File: config.mk
export PLATFORM = sky130hd
export DESIGN_NAME = midi_ci_sysex_responder_core
export DESIGN_NICKNAME = d
export VERILOG_FILES = /design/src/rtl/core/mcsr_pkg.sv /design/src/rtl/core/mcsr_front.sv /design/src/rtl/core/mcsr_cmdq.sv /design/src/rtl/core/mcsr_back.sv /design/src/rtl/core/midi_ci_sysex_responder_core.sv
export SDC_FILE = /design/constraint.sdc
export NUM_CORES = 1
export LEC_CHECK = 0
export BUFFER_PORTS_ARGS = -buffer_cell sky130_fd_sc_hd__buf_2
export CORE_UTILIZATION = 60
export DETAILED_ROUTE_END_ITERATION = 7
export PLACE_DENSITY = 0.76
export RECOVER_POWER = 100
export SLEW_MARGIN = 20
export SYNTH_ARGS = -nofsm -noshare
export SYNTH_HDL_FRONTEND = slang
export SYNTH_SLANG_ARGS = --single-unit
File: constraint.sdc
create_clock -name clk -period 6.32 [get_ports clk]
set_input_delay 0.632 -clock clk [delete_from_list [all_inputs] [get_ports clk]]
set_output_delay 0.632 -clock clk [all_outputs]
set_load 0.05 [all_outputs]
File: src/rtl/core/mcsr_pkg.sv
// ----------------------------------------------------------------------------
// mcsr_pkg
// shared types, constants and reply byte tables for the ci responder core
// ----------------------------------------------------------------------------
package mcsr_pkg;

    localparam int unsigned CMDQ_DEPTH_DEFAULT = 2;

    localparam int unsigned ID_W   = 28;
    localparam int unsigned CNT_W  = 5;
    localparam int unsigned IDX_W  = 5;

    localparam logic [CNT_W-1:0] MSG_MIN_LEN = 5'd16;

    localparam logic [7:0] SYX_START     = 8'hF0;
    localparam logic [7:0] SYX_UNIVERSAL = 8'h7E;
    localparam logic [7:0] SYX_CI        = 8'h0D;
    localparam logic [7:0] SYX_VERSION   = 8'h02;
    localparam logic [7:0] SYX_EOX       = 8'hF7;

    localparam logic [7:0] SUB_DISCOVERY       = 8'h70;
    localparam logic [7:0] SUB_DISCOVERY_REPLY = 8'h71;
    localparam logic [7:0] SUB_PROFILE         = 8'h20;
    localparam logic [7:0] SUB_PROFILE_REPLY   = 8'h21;

    localparam logic [ID_W-1:0] BROADCAST_ID = 28'hFFFFFFF;

    // command kinds passed from front to back
    localparam logic [1:0] KIND_REJECT = 2'd0;
    localparam logic [1:0] KIND_DISC   = 2'd1;
    localparam logic [1:0] KIND_PROF   = 2'd2;

    localparam logic [IDX_W-1:0] LAST_IDX_DISC = 5'd30;
    localparam logic [IDX_W-1:0] LAST_IDX_PROF = 5'd22;
    localparam logic [IDX_W-1:0] LAST_IDX_REJ  = 5'd0;

    // configuration register byte addresses
    localparam logic [1:0] ADDR_OWN_ID = 2'd0;

    typedef struct packed {
        logic [1:0]      kind;
        logic [6:0]      channel;
        logic [ID_W-1:0] sender;
    } cmd_t;

    localparam logic [7:0] DISC_BODY [16] = '{
        8'h7D, 8'h00, 8'h00, 8'h01, 8'h00, 8'h01, 8'h00, 8'h00,
        8'h02, 8'h01, 8'h00, 8'h0E, 8'h00, 8'h02, 8'h00, 8'h00
    };

    localparam logic [7:0] PROF_ID [5] = '{8'h7D, 8'h47, 8'h49, 8'h4E, 8'h47};

    function automatic logic [IDX_W-1:0] last_idx_f(input logic [1:0] kind);
        logic [IDX_W-1:0] r;
        unique case (kind)
            KIND_DISC: r = LAST_IDX_DISC;
            KIND_PROF: r = LAST_IDX_PROF;
            default:   r = LAST_IDX_REJ;
        endcase
        return r;
    endfunction

    function automatic logic [7:0] reply_byte_f(
        input cmd_t            cmd,
        input logic [ID_W-1:0] own_id,
        input logic [IDX_W-1:0] idx
    );
        logic [7:0]       r;
        logic [IDX_W-1:0] body_idx;
        body_idx = idx - 5'd14;
        r = 8'h00;
        if (cmd.kind == KIND_REJECT) begin
            r = 8'h00;
        end else begin
            unique case (idx)
                5'd0:  r = SYX_START;
                5'd1:  r = SYX_UNIVERSAL;
                5'd2:  r = {1'b0, cmd.channel};
                5'd3:  r = SYX_CI;
                5'd4:  r = (cmd.kind == KIND_DISC) ? SUB_DISCOVERY_REPLY : SUB_PROFILE_REPLY;
                5'd5:  r = SYX_VERSION;
                5'd6:  r = {1'b0, own_id[6:0]};
                5'd7:  r = {1'b0, own_id[13:7]};
                5'd8:  r = {1'b0, own_id[20:14]};
                5'd9:  r = {1'b0, own_id[27:21]};
                5'd10: r = {1'b0, cmd.sender[6:0]};
                5'd11: r = {1'b0, cmd.sender[13:7]};
                5'd12: r = {1'b0, cmd.sender[20:14]};
                5'd13: r = {1'b0, cmd.sender[27:21]};
                default:
                begin
                    if (cmd.kind == KIND_DISC) begin
                        if (idx == LAST_IDX_DISC) r = SYX_EOX;
                        else                      r = DISC_BODY[body_idx[3:0]];
                    end else begin
                        priority case (1'b1)
                            idx == 5'd14:          r = {1'b0, cmd.channel};
                            idx == 5'd15:          r = 8'h01;
                            idx <= 5'd20:          r = PROF_ID[3'(idx - 5'd16)];
                            idx == 5'd21:          r = 8'h00;
                            default:               r = SYX_EOX;
                        endcase
                    end
                end
            endcase
        end
        return r;
    endfunction

endpackage

File: src/rtl/core/mcsr_front.sv
// ----------------------------------------------------------------------------
// mcsr_front
// accepts message beats, tracks header fields and classifies the message
// ----------------------------------------------------------------------------
module mcsr_front (
    input  logic                        clk,
    input  logic                        rst_n,
    input  logic                        msg_valid,
    output logic                        msg_stall,
    input  logic [7:0]                  msg_byte,
    input  logic                        msg_end,
    input  logic [mcsr_pkg::ID_W-1:0]   own_id,
    input  logic                        q_full,
    output logic                        q_push,
    output mcsr_pkg::cmd_t              q_wdata
);

    logic [mcsr_pkg::CNT_W-1:0] count_reg, count_next;
    logic                       hdr_good_reg, hdr_good_next;
    logic [6:0]                 channel_reg, channel_next;
    logic [7:0]                 sub_reg, sub_next;
    logic [mcsr_pkg::ID_W-1:0]  sender_reg, sender_next;
    logic [mcsr_pkg::ID_W-1:0]  target_reg, target_next;
    logic                       accept;
    logic                       msg_ok;

    assign msg_stall = q_full;
    assign accept    = msg_valid && !msg_stall;
    assign q_push    = accept && msg_end;

    // field capture for the current beat
    always_comb
    begin
        count_next    = count_reg;
        hdr_good_next = hdr_good_reg;
        channel_next  = channel_reg;
        sub_next      = sub_reg;
        sender_next   = sender_reg;
        target_next   = target_reg;
        if (count_reg < mcsr_pkg::MSG_MIN_LEN) begin
            count_next = count_reg + 5'd1;
            unique case (count_reg[3:0])
                4'd0:  if (msg_byte != mcsr_pkg::SYX_START) hdr_good_next = 1'b0;
                4'd1:  if (msg_byte != mcsr_pkg::SYX_UNIVERSAL) hdr_good_next = 1'b0;
                4'd2:  channel_next = msg_byte[6:0];
                4'd3:  if (msg_byte != mcsr_pkg::SYX_CI) hdr_good_next = 1'b0;
                4'd4:  sub_next = msg_byte;
                4'd6:  sender_next[6:0]   = msg_byte[6:0];
                4'd7:  sender_next[13:7]  = msg_byte[6:0];
                4'd8:  sender_next[20:14] = msg_byte[6:0];
                4'd9:  sender_next[27:21] = msg_byte[6:0];
                4'd10: target_next[6:0]   = msg_byte[6:0];
                4'd11: target_next[13:7]  = msg_byte[6:0];
                4'd12: target_next[20:14] = msg_byte[6:0];
                4'd13: target_next[27:21] = msg_byte[6:0];
                default: ;
            endcase
        end
    end

    assign msg_ok = (count_next >= mcsr_pkg::MSG_MIN_LEN) && hdr_good_next &&
                    ((target_next == mcsr_pkg::BROADCAST_ID) || (target_next == own_id));

    always_comb
    begin
        q_wdata.channel = channel_next;
        q_wdata.sender  = sender_next;
        if (msg_ok && (sub_next == mcsr_pkg::SUB_DISCOVERY))
            q_wdata.kind = mcsr_pkg::KIND_DISC;
        else if (msg_ok && (sub_next == mcsr_pkg::SUB_PROFILE))
            q_wdata.kind = mcsr_pkg::KIND_PROF;
        else
            q_wdata.kind = mcsr_pkg::KIND_REJECT;
    end

    always_ff @(posedge clk or negedge rst_n)
    begin
        if (!rst_n) begin
            count_reg    <= '0;
            hdr_good_reg <= 1'b1;
            channel_reg  <= '0;
            sub_reg      <= '0;
            sender_reg   <= '0;
            target_reg   <= '0;
        end else if (accept) begin
            if (msg_end) begin
                count_reg    <= '0;
                hdr_good_reg <= 1'b1;
                channel_reg  <= '0;
                sub_reg      <= '0;
                sender_reg   <= '0;
                target_reg   <= '0;
            end else begin
                count_reg    <= count_next;
                hdr_good_reg <= hdr_good_next;
                channel_reg  <= channel_next;
                sub_reg      <= sub_next;
                sender_reg   <= sender_next;
                target_reg   <= target_next;
            end
        end
    end

endmodule

File: src/rtl/core/mcsr_cmdq.sv
// ----------------------------------------------------------------------------
// mcsr_cmdq
// small command fifo between the classifier and the reply generator
// ----------------------------------------------------------------------------
module mcsr_cmdq #(
    parameter int unsigned DEPTH = mcsr_pkg::CMDQ_DEPTH_DEFAULT
) (
    input  logic            clk,
    input  logic            rst_n,
    input  logic            push,
    input  mcsr_pkg::cmd_t  wdata,
    input  logic            pop,
    output mcsr_pkg::cmd_t  rdata,
    output logic            full,
    output logic            not_empty
);

    localparam int unsigned PTR_W = $clog2(DEPTH);
    localparam int unsigned CNT_W = $clog2(DEPTH + 1);

    mcsr_pkg::cmd_t   mem [DEPTH];
    logic [PTR_W-1:0] wr_ptr_reg, rd_ptr_reg;
    logic [CNT_W-1:0] count_reg;

    assign full      = (count_reg == CNT_W'(DEPTH));
    assign not_empty = (count_reg != '0);
    assign rdata     = mem[rd_ptr_reg];

    always_ff @(posedge clk)
    begin
        if (push)
            mem[wr_ptr_reg] <= wdata;
    end

    always_ff @(posedge clk or negedge rst_n)
    begin
        if (!rst_n) begin
            wr_ptr_reg <= '0;
            rd_ptr_reg <= '0;
            count_reg  <= '0;
        end else begin
            if (push)
                wr_ptr_reg <= (wr_ptr_reg == PTR_W'(DEPTH - 1)) ? '0 : wr_ptr_reg + 1'b1;
            if (pop)
                rd_ptr_reg <= (rd_ptr_reg == PTR_W'(DEPTH - 1)) ? '0 : rd_ptr_reg + 1'b1;
            if (push && !pop)
                count_reg <= count_reg + 1'b1;
            else if (pop && !push)
                count_reg <= count_reg - 1'b1;
        end
    end

endmodule

File: src/rtl/core/mcsr_back.sv
// ----------------------------------------------------------------------------
// mcsr_back
// walks the head command and streams reply beats through an output register
// ----------------------------------------------------------------------------
module mcsr_back (
    input  logic                        clk,
    input  logic                        rst_n,
    input  mcsr_pkg::cmd_t              q_rdata,
    input  logic                        q_not_empty,
    output logic                        q_pop,
    input  logic [mcsr_pkg::ID_W-1:0]   own_id,
    output logic                        reply_valid,
    input  logic                        reply_stall,
    output logic [7:0]                  reply_byte,
    output logic                        reply_end,
    output logic                        accepted
);

    logic [mcsr_pkg::IDX_W-1:0] idx_reg;
    logic                       out_valid_reg;
    logic [7:0]                 byte_reg;
    logic                       end_reg;
    logic                       acc_reg;
    logic                       load;
    logic                       is_last;

    assign load    = q_not_empty && (!out_valid_reg || !reply_stall);
    assign is_last = (idx_reg == mcsr_pkg::last_idx_f(q_rdata.kind));
    assign q_pop   = load && is_last;

    assign reply_valid = out_valid_reg;
    assign reply_byte  = byte_reg;
    assign reply_end   = end_reg;
    assign accepted    = acc_reg;

    always_ff @(posedge clk or negedge rst_n)
    begin
        if (!rst_n) begin
            idx_reg       <= '0;
            out_valid_reg <= 1'b0;
        end else begin
            if (load) begin
                out_valid_reg <= 1'b1;
                idx_reg       <= is_last ? '0 : idx_reg + 5'd1;
            end else if (!reply_stall) begin
                out_valid_reg <= 1'b0;
            end
        end
    end

    always_ff @(posedge clk)
    begin
        if (load) begin
            byte_reg <= mcsr_pkg::reply_byte_f(q_rdata, own_id, idx_reg);
            end_reg  <= is_last;
            acc_reg  <= (q_rdata.kind != mcsr_pkg::KIND_REJECT);
        end
    end

    // a reject is a single zero beat that closes the message
    a_reject_single : assert property (@(posedge clk) disable iff (!rst_n)
        out_valid_reg && !acc_reg |-> end_reg && (byte_reg == 8'h00))
        else $error("reject beat malformed");

    a_reply_eox : assert property (@(posedge clk) disable iff (!rst_n)
        out_valid_reg && acc_reg && end_reg |-> byte_reg == mcsr_pkg::SYX_EOX)
        else $error("reply does not close with eox");

    a_idx_range : assert property (@(posedge clk) disable iff (!rst_n)
        q_not_empty |-> idx_reg <= mcsr_pkg::last_idx_f(q_rdata.kind))
        else $error("reply index past end of reply");

    a_idx_idle : assert property (@(posedge clk) disable iff (!rst_n)
        !q_not_empty |-> idx_reg == '0)
        else $error("reply index not cleared between messages");

endmodule

File: src/rtl/core/midi_ci_sysex_responder_core.sv
// ----------------------------------------------------------------------------
// midi_ci_sysex_responder_core
// ci discovery / profile inquiry responder for universal sysex messages
//
//   channel  direction  handshake                     payload
//   msg      in         msg_valid / msg_stall         msg_byte, msg_end
//   reply    out        reply_valid / reply_stall     reply_byte, reply_end, accepted
//   apb      in         psel / penable / pready       paddr, pwdata, prdata
//
// one beat accepted per unstalled cycle; classification happens on the end beat
// unstalled replies go one beat per cycle: 31 for discovery, 23 for profile, 1 reject
// up to CMDQ_DEPTH classified messages wait in the command fifo before msg stalls
// reply_stall holds the output register and backs up through the fifo to msg_stall
// reset clears all control state at once, no clearing pass
// ----------------------------------------------------------------------------
module midi_ci_sysex_responder_core #(
    parameter int unsigned CMDQ_DEPTH = mcsr_pkg::CMDQ_DEPTH_DEFAULT
) (
    input  logic        clk,
    input  logic        rst_n,
    input  logic        psel,
    input  logic        penable,
    input  logic        pwrite,
    input  logic [1:0]  paddr,
    input  logic [31:0] pwdata,
    output logic [31:0] prdata,
    output logic        pready,
    input  logic        msg_valid,
    output logic        msg_stall,
    input  logic [7:0]  msg_byte,
    input  logic        msg_end,
    output logic        reply_valid,
    input  logic        reply_stall,
    output logic [7:0]  reply_byte,
    output logic        reply_end,
    output logic        accepted
);

    logic [mcsr_pkg::ID_W-1:0] own_id_reg;
    logic                      q_push, q_pop, q_full, q_not_empty;
    mcsr_pkg::cmd_t            q_wdata, q_rdata;

    assign pready = 1'b1;
    assign prdata = (paddr == mcsr_pkg::ADDR_OWN_ID) ? {4'b0, own_id_reg} : 32'b0;

    always_ff @(posedge clk or negedge rst_n)
    begin
        if (!rst_n)
            own_id_reg <= '0;
        else if (psel && penable && pwrite && pready && (paddr == mcsr_pkg::ADDR_OWN_ID))
            own_id_reg <= pwdata[mcsr_pkg::ID_W-1:0];
    end

    mcsr_front u_front (
        .clk       (clk),
        .rst_n     (rst_n),
        .msg_valid (msg_valid),
        .msg_stall (msg_stall),
        .msg_byte  (msg_byte),
        .msg_end   (msg_end),
        .own_id    (own_id_reg),
        .q_full    (q_full),
        .q_push    (q_push),
        .q_wdata   (q_wdata)
    );

    mcsr_cmdq #(
        .DEPTH (CMDQ_DEPTH)
    ) u_cmdq (
        .clk       (clk),
        .rst_n     (rst_n),
        .push      (q_push),
        .wdata     (q_wdata),
        .pop       (q_pop),
        .rdata     (q_rdata),
        .full      (q_full),
        .not_empty (q_not_empty)
    );

    mcsr_back u_back (
        .clk         (clk),
        .rst_n       (rst_n),
        .q_rdata     (q_rdata),
        .q_not_empty (q_not_empty),
        .q_pop       (q_pop),
        .own_id      (own_id_reg),
        .reply_valid (reply_valid),
        .reply_stall (reply_stall),
        .reply_byte  (reply_byte),
        .reply_end   (reply_end),
        .accepted    (accepted)
    );

endmodule
* Yosys cells after proc, flatten, opt, wreduce, memory -nomap -nowiden
Memory sizes are Yosys's and may differ from the RTL's. Index checks and enable logic that the tools add are counted.
Storage, ports and cells: register bits 125, latch bits 0, RAM bits 74, memory bits (read-only) 192, output and inout port bits 45, memories kept 3
Cells by class: add/subtract/negate cells 8, $mul 0, div/mod/pow operators 0, $lt $le $gt $ge 5, equality and inequality tests 41, shift-type cells 0, mux-type cells 51, bitwise gates (word level) 2, reduce and logical (&&, ||, !) cells 27
Memories:
- (no name shown) | depth 16, bits a word 8, rd ports 1, clocked after memory_dff 0, wr ports 0, line mcsr_pkg.sv:94 | else r = DISC_BODY[body_idx[3:0]];
- u_cmdq.mem | depth 2, bits a word 37, rd ports 1, clocked after memory_dff 0, wr ports 1, line mcsr_cmdq.sv:21 | mcsr_pkg::cmd_t mem [DEPTH];
- (no name shown) | depth 8, bits a word 8, rd ports 1, clocked after memory_dff 0, wr ports 0, line mcsr_pkg.sv:99 | idx <= 5'd20: r = PROF_ID[3'(idx - 5'd16)];
Operator list (count):
- $mux W28 | 5
- $pmux W8 S14 | 1
- $mux W8 | 13
- $mux W7 | 12
- $eq A5 B4 Y1 const B | 8
- $eq A28 B28 Y1 | 1
- $eq A28 B28 Y1 const B | 1
- $eq A4 B4 Y1 const B | 6
- $eq A5 B3 Y1 const B | 4
- $mux W5 | 3
- $logic_and A1 B1 Y1 | 13
- $eq A4 B3 Y1 const B | 3
- $mux W1 | 11
- $add A5 B1 Y5 const B | 2
- $eq A5 B2 Y1 const B | 2
- $eq A5 B5 Y1 const B | 2
- $ge A5 B5 Y1 const B | 2
- $pmux W5 S2 | 1
- $eq A4 B2 Y1 const B | 2
- $eq A8 B6 Y1 const B | 1
- $eq A8 B7 Y1 const B | 1
- $mux W2 | 4
- $ne A8 B4 Y1 const B | 1
- $ne A8 B7 Y1 const B | 1
- other kinds (24) | 34

* Logic depth before layout (Yosys ltp)
word-level depth 10, depth in mapped cells 12, gate-level depth less buffers 10

* Cells and area by module
From an unflattened synthesis, not the netlist that was laid out.
Second synthesis, totals: cell total of the unflattened synthesis 981, area total of the unflattened synthesis 11189.5 µm²
By module, submodules not included:
- mcsr_front | times used 1, cells an instance 532, area each 4959.8 µm², sequential area each 1928.1 µm²
- mcsr_cmdq | times used 1, cells an instance 131, area each 2941.6 µm², sequential area each 2322.2 µm²
- mcsr_back | times used 1, cells an instance 219, area each 1901.8 µm², sequential area each 450.4 µm²
- midi_ci_sysex_responder_core | times used 1, cells an instance 99, area each 1386.3 µm², sequential area each 700.7 µm²

* Least setup slack after synthesis
No wires, ideal clock.
path kind register -> register, start register u_cmdq.rd_ptr_reg, end register u_cmdq.count_reg[1], setup time 79 ps, data arrival time 3221 ps, data required time 6241 ps, path slack 3020 ps, cell stages (with the launch flop) 13, path buffers 2, period minus slack after synthesis 3300 ps, path through dfrtp_1 -> clkbuf_1 -> clkbuf_1 -> mux2i_1 -> ha_1 -> nor2_1 -> nand2_1 -> a211oi_1 -> nand2_1 -> ha_1 -> xor2_1 -> nor2_1 -> xor2_1
On the way: word-level cells in the longest chain between the ends 8
Ends and longest elaborated chain:
- from (decl) | line mcsr_cmdq.sv:22 | logic [PTR_W-1:0] wr_ptr_reg, rd_ptr_reg;
- from (signal assigned) | line mcsr_cmdq.sv:45 | rd_ptr_reg <= (rd_ptr_reg == PTR_W'(DEPTH - 1)) ? '0 : rd_ptr_reg + 1'b1;
- $mem_v2 Z2 W37 *
- $eq A2 B2 Y1 / $eq A2 B1 Y1 (equally long branches) | line mcsr_pkg.sv:55 | unique case (kind)
- $pmux W5 S2 * | line mcsr_pkg.sv:55
- $eq A5 B5 Y1 * | line mcsr_back.sv:28 | assign is_last = (idx_reg == mcsr_pkg::last_idx_f(q_rdata.kind));
- via u_back.is_last | line mcsr_back.sv:25 | logic is_last;
- $logic_and A1 B1 Y1 * | line mcsr_back.sv:29 | assign q_pop = load && is_last;
- $logic_not A1 Y1 | line mcsr_cmdq.sv:46 | if (push && !pop)
- $logic_and A1 B1 Y1 | line mcsr_cmdq.sv:46
- $mux W2 / $reduce_bool A2 Y1 (equally long branches)
- to (signal assigned) | line mcsr_cmdq.sv:47 | count_reg <= count_reg + 1'b1;
- to (signal assigned) | line mcsr_cmdq.sv:49 | count_reg <= count_reg - 1'b1;
- to (decl) | line mcsr_cmdq.sv:23 | logic [CNT_W-1:0] count_reg;
The timed path passes the listed nets; every way through them passes the cells marked *. A chain may end at the register's enable or synchronous reset.

* Worst setup path after layout
start register u_cmdq.count_reg[0], end memory u_cmdq.mem[0][30] (netlist bit), enable pin
On the way: word-level cells in the longest chain between the ends 6
Ends and longest elaborated chain:
- $eq A2 B2 Y1 | line mcsr_cmdq.sv:25 | assign full = (count_reg == CNT_W'(DEPTH));
- $logic_not A1 Y1 | line mcsr_front.sv:28 | assign accept = msg_valid && !msg_stall;
- $logic_and A1 B1 Y1 | line mcsr_front.sv:28
- $logic_and A1 B1 Y1 | line mcsr_front.sv:29 | assign q_push = accept && msg_end;
- $mux W1 | line mcsr_cmdq.sv:31 | if (push)
- $mux W1 (not written as such) | line mcsr_cmdq.sv:32 | mem[wr_ptr_reg] <= wdata;
- to (decl) | line mcsr_cmdq.sv:21
Every way passes these cells.

==> results.toml <==
[clock_network]
cts-buffers-inserted = 17
post_cts_resized = 0
cts_setup_buffers = 0
cts_root_buf = "clkbuf_16"
cts_tree = "yes"
clock_latency_ns = 0.44
ctsHoldBuffers = 0
cts.sinks = 199
clockBufferDepth = 2
clkTransAtPathRegs_ns = 0.07
cts_max_level = 4

[global_routing]
grt_max_degree = 72
grt_pass1_wl_um = 43900
antenna_found_initial = 0
grt-ovfl-total = 0
grt_pass1_vias = 7777
grt_usage = 0.326

[timing]
hold-worst-slack_ns = 0.397
max_freq_mhz = 214
finalSetupViolCount = 0
relSlewSlack = -1.14
rsz0062_at_grt = "no"
setup_ws_ns = 1.65
post-route-period-util = 0.739
finalHoldViolCount = 0
setup-tns-final_ns = 0
drv_slew = 296
tightest_slew_ns = 3.19
min_period_ns = 4.67
fin_skew_ns = 0.0133

[critical_path]
crit_family = "simple AND/OR/NAND/NOR gates"
path_buf_inv = 0
cp-start-kind = "flop"
endpoint_kind = "flop"
cp_cell_sequence = "nand2b_1 -> and2_0 -> nand2_1 -> nor2_1"
cpMaxStageDelayCell = "nor2_1"
cp.required_ns = 6.30
worst-path-max-fanout = 37
critPathKind = "reg2reg"
crit_arrival_ns = 4.65
slowest_delay_ns = 2.40

[synthesis]
seq_area_frac_synth = 0.515
synth_edf_count = 84
ys_async_sr_fraction = 0.578
yosysMostFrequentCell = "dfrtp_1"
syn_inst = 976
post_synth_num_cell_types = 67
synth_area_leaders = "dfrtp_1, edfxtp_1, mux2_2"
ys_seq_elements = 199
yosysTopAreaCell = "dfrtp_1"
ys_warn_count = 0
ys.flop_type = "dfrtp_1"
synth_commonest_cells = "dfrtp_1, edfxtp_1, nand2_1"
syn_area_per_cell_um2 = 10.7
yosysTopAreaCellShare = 0.272
syn_area_mm2 = 0.0105

[power_and_ir_drop]
leakage_nw = 4.66
powerDensity_mw_per_mm2 = 461
total_power_mw = 5.28
ir_worst_vdd_mv = 0.284

[status]
status = "complete, but fails checks"
failed_checks = "capacitance limit, slew limit"

[layout]
fin_cells = 1249
nets = 1082
drive_above_1_share = 0.100
fill_cells = 1288
syn2layout_area_growth_pct = 9.12
largest-register = "u_cmdq.mem"
largest_reg_flops = 74
num_antenna_cells = 0
finish.utilization = 0.680
fin_area_mm2 = 0.0114

[die]
io_pins = 95
die_x_um = 134
rows = 47
core_mm2 = 0.0168
die_y_um = 134
start_util = 0.623
dieArea_mm2 = 0.0180

[place]
dp_slack_ns = 2.71
dp_hpwl_um = 18600
port_buffers = 85
postPlaceCellArea_mm2 = 0.0110
gp_congestion = 0.949
post-place-cells = 1217

[route]
drt_iter0_drc = 1188
wl_per_cell_um = 22.8
drc = 0
routed_wirelength_um = 28400
ant_nets = 0
viasPerCell = 6.67
vias = 8334
drt-pass1-iter-count = 6

[worst_hold_path]
hold_class = "in2reg"

[flow_run]
cap_violations = 8
## routing by layer
metal  vias up  GRT usage  part of all wire  wire length, um
met1      4047      0.474              0.42            12100
met5         -          0                 0                0
met2       480      0.493              0.45            12800
met3        67     0.0529             0.094             2690
met4         0      0.131             0.032              913
li1       3740          -                 -                -
## final cells by class
class / count / area, um2 / share of cell area
sequential: 199 / 5400 / 0.472
multi-input combinational: 666 / 4620 / 0.404
clock buffer: 18 / 429 / 0.0375
timing repair buffer: 94 / 415 / 0.0363
tap: 220 / 275 / 0.0241
clock inverter: 14 / 153 / 0.0133
inverter: 38 / 143 / 0.0125
## final timing paths
path                                                to  slack [ns]                 from  cells after the start
worst min-delay path                     own_id_reg[9]        0.40            pwdata[9]                      3
min in group asynchronous               own_id_reg[17]        0.94                rst_n                      1
worst max-delay path                 u_cmdq.mem[0][30]        1.65  u_cmdq.count_reg[0]                      4
worst min register to register      u_back.reply_valid        0.48   u_back.reply_valid                      2
worst max register to register       u_cmdq.mem[0][30]        1.65  u_cmdq.count_reg[0]                      4
max in group asynchronous       u_front.target_reg[17]        2.48                rst_n                      2
## where the power goes
group / switching [mW] / internal, mW
Sequential: 0.404 / 1.75
Combinational: 1.30 / 0.755
Clock: 0.539 / 0.530
Total: 2.24 / 3.04
## worst register-to-register path, cell delays in order, from the launching register on
cell and delay [ns]:
dfrtp_1 0.43, nand2b_1 0.31, and2_0 0.72, nand2_1 0.31
nor2_1 2.40
## cell usage in the layout (no fill, tap or decap), types with 6 or more instances in the layout
| master | n |
|---|---|
| a221oi_1 | 7 |
| a22o_1 | 36 |
| clkbuf_16 | 17 |
| a21oi_1 | 35 |
| xor2_1 | 17 |
| nor2_1 | 40 |
| ha_1 | 16 |
| mux2i_1 | 36 |
| o22ai_1 | 26 |
| dfrtp_1 | 114 |
| nand4_1 | 13 |
| o2111ai_1 | 8 |
| inv_1 | 36 |
| buf_2 | 43 |
| nor4_1 | 7 |
| edfxtp_1 | 84 |
| clkbuf_1 | 49 |
| nand3_1 | 16 |
| nor2b_1 | 6 |
| nand2_1 | 83 |
| mux2_2 | 23 |
| mux2_1 | 35 |
| a211oi_1 | 8 |
| o21ai_0 | 67 |
| nand2b_1 | 10 |
| a22oi_1 | 37 |
| xnor2_1 | 10 |
| nor3_1 | 29 |
| and2_1 | 18 |
## kinds of logic after synthesis
family                   Yosys count  synth area share
AO/OA/AOI/OAI                    271             0.177
XOR/XNOR                          27            0.0226
adder cells (fa/ha/maj)           16            0.0191
buffers and inverters            114            0.0450
flip-flops                       199             0.515
multiplexers                      94            0.0967
other                              2          0.000716
AND/OR/NAND/NOR                  253             0.124
No activity file was read; power rests on OpenSTA's default activity.
